<file path="src/rtl/core/broi_pkg.sv">
// Shared widths, register indexes and reset values for the box-to-image ROI projection.
// No dependencies; imported by broi_div and box_to_image_roi_projection.
package broi_pkg;

   localparam int FOCAL_BITS  = 24;
   localparam int CENTER_BITS = 16;
   localparam int FIELD_BITS  = 16;
   // focal (Q.8, 24 bit) times a 16 bit coordinate, kept signed
   localparam int PROD_BITS   = 40;
   // depth divisor: positive 16 bit value, sign bit dropped
   localparam int DEN_BITS    = 15;
   // |product| >> 4 is below 2^35
   localparam int QUO_BITS    = 35;
   // quotient plus principal point, signed Q.4
   localparam int U_BITS      = 37;
   localparam int LFT_BITS    = U_BITS - 4;
   localparam int DIFF_BITS   = U_BITS + 1;
   localparam int EXT_BITS    = DIFF_BITS - 4;
   localparam int SAT_BITS    = 40;

   localparam int CSR_IDX_BITS  = 8;
   localparam int CSR_DATA_BITS = 24;

   localparam logic [CSR_IDX_BITS-1:0] CSR_FOCAL_X  = 8'd0;
   localparam logic [CSR_IDX_BITS-1:0] CSR_FOCAL_Y  = 8'd1;
   localparam logic [CSR_IDX_BITS-1:0] CSR_CENTER_X = 8'd2;
   localparam logic [CSR_IDX_BITS-1:0] CSR_CENTER_Y = 8'd3;

   localparam logic [FOCAL_BITS-1:0]  FOCAL_X_RESET  = 24'd134400;
   localparam logic [FOCAL_BITS-1:0]  FOCAL_Y_RESET  = 24'd134400;
   localparam logic [CENTER_BITS-1:0] CENTER_X_RESET = 16'd5112;
   localparam logic [CENTER_BITS-1:0] CENTER_Y_RESET = 16'd3832;

endpackage

</file>
<file path="src/rtl/core/broi_div.sv">
// Pipelined restoring divider, one quotient bit per stage, QUO_BITS stages.
// Depends on broi_pkg. Carries the sign of the dividend alongside the quotient.
module broi_div
   import broi_pkg::*;
(
   input  logic                clock,
   input  logic                en,
   input  logic [QUO_BITS-1:0] num_in,
   input  logic [DEN_BITS-1:0] den_in,
   input  logic                neg_in,
   output logic [QUO_BITS-1:0] quo_out,
   output logic                neg_out
);

   logic [DEN_BITS-1:0] rem_ff [QUO_BITS];
   logic [QUO_BITS-1:0] num_ff [QUO_BITS];
   logic [QUO_BITS-1:0] quo_ff [QUO_BITS];
   logic [DEN_BITS-1:0] den_ff [QUO_BITS];
   logic                neg_ff [QUO_BITS];

   for (genvar k = 0; k < QUO_BITS; k++) begin : g_stage
      logic [DEN_BITS-1:0] rem_src;
      logic [QUO_BITS-1:0] num_src;
      logic [QUO_BITS-1:0] quo_src;
      logic [DEN_BITS-1:0] den_src;
      logic                neg_src;
      logic [DEN_BITS:0]   part;
      logic [DEN_BITS+1:0] diff;

      if (k == 0) begin : g_first
         assign rem_src = '0;
         assign num_src = num_in;
         assign quo_src = '0;
         assign den_src = den_in;
         assign neg_src = neg_in;
      end else begin : g_next
         assign rem_src = rem_ff[k-1];
         assign num_src = num_ff[k-1];
         assign quo_src = quo_ff[k-1];
         assign den_src = den_ff[k-1];
         assign neg_src = neg_ff[k-1];
      end

      // bring down the next dividend bit, try the subtract
      assign part = {rem_src, num_src[QUO_BITS-1]};
      assign diff = {1'b0, part} - {2'b00, den_src};

      always_ff @(posedge clock) begin
         if (en) begin
            if (diff[DEN_BITS+1]) begin
               rem_ff[k] <= part[DEN_BITS-1:0];
            end else begin
               rem_ff[k] <= diff[DEN_BITS-1:0];
            end
            num_ff[k] <= {num_src[QUO_BITS-2:0], 1'b0};
            quo_ff[k] <= {quo_src[QUO_BITS-2:0], ~diff[DEN_BITS+1]};
            den_ff[k] <= den_src;
            neg_ff[k] <= neg_src;
         end
      end
   end

   assign quo_out = quo_ff[QUO_BITS-1];
   assign neg_out = neg_ff[QUO_BITS-1];

endmodule

</file>
<file path="config.mk">
export PLATFORM = sky130hd
export DESIGN_NAME = broi_div
export DESIGN_NICKNAME = d
export VERILOG_FILES = /design/src/rtl/core/broi_pkg.sv /design/src/rtl/core/broi_div.sv
export SDC_FILE = /design/constraint.sdc
export NUM_CORES = 2
export LEC_CHECK = 0
export ABC_AREA = 1
export BUFFER_PORTS_ARGS = -buffer_cell sky130_fd_sc_hd__buf_2
export CAP_MARGIN = 15
export CELL_PAD_IN_SITES_DETAIL_PLACEMENT = 1
export CELL_PAD_IN_SITES_GLOBAL_PLACEMENT = 1
export CORE_MARGIN = 3
export CORE_UTILIZATION = 50
export DETAILED_ROUTE_END_ITERATION = 10
export GPL_TIMING_DRIVEN = 0
export PLACE_DENSITY_LB_ADDON = 0.12
export RECOVER_POWER = 25
export SLEW_MARGIN = 25
export SYNTH_ARGS = -nofsm -noshare
export SYNTH_HDL_FRONTEND = slang
export SYNTH_SLANG_ARGS = --single-unit
</file>
<file path="constraint.sdc">
create_clock -name clock -period 2.34 [get_ports clock]
set_clock_uncertainty 0.05 [all_clocks]
set_input_delay 0.234 -clock clock [delete_from_list [all_inputs] [get_ports clock]]
set_output_delay 0.234 -clock clock [all_outputs]
set_load 0.1 [all_outputs]
</file>
==> flow_summary.toml <==
[worst_setup_path]
cp_common_cell = "nand2_2"
reg2reg_depth = 13
crit_required_ns = 2.87
slowest_delay_ns = 0.46
cp.depth = 13
crit_path_start_kind = "flop"
critPathKind = "flop to flop"
critPathMaxFanout = 10
crit_chain = "ha_4 -> fa_2 -> inv_2 -> nand2_1 -> nand2_2 -> nand3_2 -> nand2_2 -> nand2_1 -> nand2_2 -> nand2_4 -> buf_8 -> nand2_2 -> o21ai_2"
cp_num_buf_inv = 2
worst_setup_path_end_kind = "flop"
arrival_ns = 2.96
cpLargestDelayFamily = "simple AND/OR/NAND/NOR gates"
crit_slowest_cell = "edfxtp_1"

[pwr]
powerDensity_nw_per_um2 = 921.5
switching_power_mw = 37.07
p_seq_share_pct = 43.5
clkPwrFrac_pct = 32.1
p_int_mw = 82.75
sw_frac_of_total_pct = 30.93
vdd_drop_max_mv = 0.9216
p_comb_share_pct = 24.4
p_total_mw = 119.8
power_leakage_nw = 58.84

[yosys]
yosys-top-cells-area = "edfxtp_1 (63%), nand2_1 (12%), inv_1 (6.6%), ha_1 (5.9%), o21ai_2 (2.1%)"
synthArstFlopShare_pct = 0
netlist_instances = 10360
synth-edff-count = 2280
synth_area_leader_cell = "edfxtp_1"
synth_cell_type_count = 32
netlist_area_um2 = 109200
synthDominantCellAreaShare_pct = 62.68
yosys_warnings = 0
syn_avg_cell_area_um2 = 10.54
ys_ff_latch = 2280
synth-seq-area-share_pct = 62.68
synthFlopType = "edfxtp_1"
synth_most_common_cell = "nand2_1"
synth_top_cells_by_count = "nand2_1 (3440), edfxtp_1 (2280), inv_1 (1935)"

[global_routing]
grt_use_total_pct = 23.35
grt_pass1_vias = 75320
antenna_found_initial = 9
grt_pass1_wl_um = 412900
grt_overflow = 0
grt_max_degree = 147

[clock_network]
cts_buffers = 236
clk_pin_slew_ns = 0.06
h-tree-depth = 4
clk_latency_ns = 0.89
cts_sinks = 2280
root_buffer = "clkbuf_16"
cts_tree = "done"
cts_max_path_buffers = 3

[outcome]
failed_checks = "max-capacitance violations, max-slew violations, negative setup slack"
outcome = "finished, violations left"

[placed_design]
place.gp.congestion = 0.8527
dp.cells = 13310
dpl.hpwl_um = 184300
numPortBuffers = 88
dp_slack_ns = -2.571
placed_area_um2 = 113600

[die]
die_h_um = 473.4
dieArea_um2 = 224100
core_um2 = 215900
initial_core_util_pct = 50.60
die_w_um = 473.4
rows = 170
top_level_ports = 89

[timing]
hold_viol = 0
slew_headroom_pct = -51.41
max_freq_mhz = 412.6
rsz0062_at_grt = "yes"
fin_crit_ns = 2.423
postLayoutSetupSlackWorst_ns = -0.08340
worst_pin_slew_ns = 2.271
holdWs_ns = 0.1115
setup_viol = 54
period_share_pct = 103.6
slew_viol_final = 181

[routing]
drtAntennaViolNets = 0
drt-pass1-iter-count = 5
dr.first_iter.drc_count = 4244
wl_um = 270700
via_per_inst = 5.040
routed-via-count = 71640
routedWlPerCell_um = 19.04
drc_errors = 0

[job]
cap_violations = 5

[final_layout]
nFillCells = 22710
fin_nets = 11770
fin_area_um2 = 130000
syn_to_final_growth_pct = 19.04
drive_gt1_share_pct = 18.64
final_cells = 14220

[min_path]
hold_depth = 3
hold_path.class = "primary input to flop"
power by group through the flow:
stage | registers (mW) | clock network (mW) | logic, mW
6_report | 52.1 | 38.4 | 29.2
3_3_place_gp | 52.9 | 0 | 19.4
4_1_cts | 52.0 | 39.3 | 26.5
5_1_grt | 52.5 | 41.1 | 32.7
3_5_place_dp | 52.8 | 0 | 24.5
2_1_floorplan | 51.8 | 0 | 17.8
path summary, 6_finish.rpt:
check | start | end | slack, ns
setup / recovery | den_ff[25][0]$_DFFE_PP_ | rem_ff[26][6]$_DFFE_PP_ | -0.08
hold / removal | en | quo_ff[21][9]$_DFFE_PP_ | 0.11
setup reg to reg | den_ff[25][0]$_DFFE_PP_ | rem_ff[26][6]$_DFFE_PP_ | -0.08
hold reg to reg | num_ff[3][4]$_DFFE_PP_ | num_ff[4][5]$_DFFE_PP_ | 0.34
area by class of cell:
type | count | area, µm² | share of cell area, %
Tap cell | 2838 | 3551 | 2.731
Clock buffer | 263 | 6007 | 4.620
Multi-Input combinational cell | 6013 | 35320 | 27.16
Clock inverter | 174 | 2039 | 1.568
Buffer | 107 | 1406 | 1.082
Timing Repair Buffer | 570 | 5821 | 4.476
Antenna cell | 3 | 7.507 | 0.005773
Sequential cell | 2280 | 68470 | 52.65
Inverter | 1968 | 7417 | 5.704
metal layers:
layer	global-route usage, %	vias up	wire length [µm]
li1	-	35020	-
met1	31.85	35240	122600
met2	39.68	1009	133400
met3	3.165	374	8867
met4	5.661	4	5775
met5	0	-	22
worst reg2reg max path, delay by kind of cell, from the launching register on:
family	cells	cell delay, ns
compound gates	1	0.05
fa+ha+maj	2	0.62
buf+inv	2	0.25
flops	1	0.46
simple gates	8	0.75
stage by stage:
step	utilization [%]	TNS [ns]
2_1_floorplan	-	0
3_3_place_gp	52.45	-
3_5_place_dp	52.64	-3046.76
4_1_cts	58.28	-1.216
5_1_grt	60.23	-24.15
6_report	60.23	-1.471
state kept, by name (all words and copies together), names as in the netlist:
signal  flops
den_ff    510
quo_ff    630
rem_ff    510
neg_ff     35
num_ff    595
cells in the final DEF (no fill, tap or decap), types with 38 or more instances in the layout:
| cell type | instances |
|---|---|
| nand2_2 | 431 |
| nand3_1 | 368 |
| nor2_2 | 57 |
| inv_2 | 56 |
| inv_1 | 1904 |
| clkinv_2 | 40 |
| nand2_4 | 179 |
| ha_1 | 445 |
| buf_6 | 42 |
| buf_12 | 41 |
| buf_2 | 86 |
| nor2_1 | 386 |
| ha_2 | 38 |
| edfxtp_1 | 2280 |
| clkinv_1 | 52 |
| o21ai_2 | 260 |
| and2_1 | 93 |
| dlygate4sd3_1 | 107 |
| nand2_1 | 3109 |
| nand4_1 | 100 |
| buf_4 | 260 |
| clkbuf_1 | 47 |
| clkbuf_16 | 268 |
| a21oi_1 | 112 |
| xnor2_1 | 65 |
| xor2_1 | 133 |
logic make-up after synthesis:
| group | share of synthesized area, % |
|---|---|
| fa+ha+maj | 6.458 |
| xor+xnor | 1.596 |
| flops | 62.68 |
| simple gates | 18.89 |
| compound gates | 2.765 |
| other cells | 0.003433 |
| buf+inv | 7.613 |
what timing repair did:
| action | in CTS | in global routing |
|---|---|---|
| endpoints found under the hold margin | 171 | 0 |
| setup endpoints to repair | 1437 | 478 |
| pin swaps | 81 | 200 |
| gates resized for setup | 333 | 624 |
| cloned | 26 | 30 |
| hold buffers | 117 | 0 |
| setup buffers | 133 | 168 |
(Power assumes the default switching activity.)
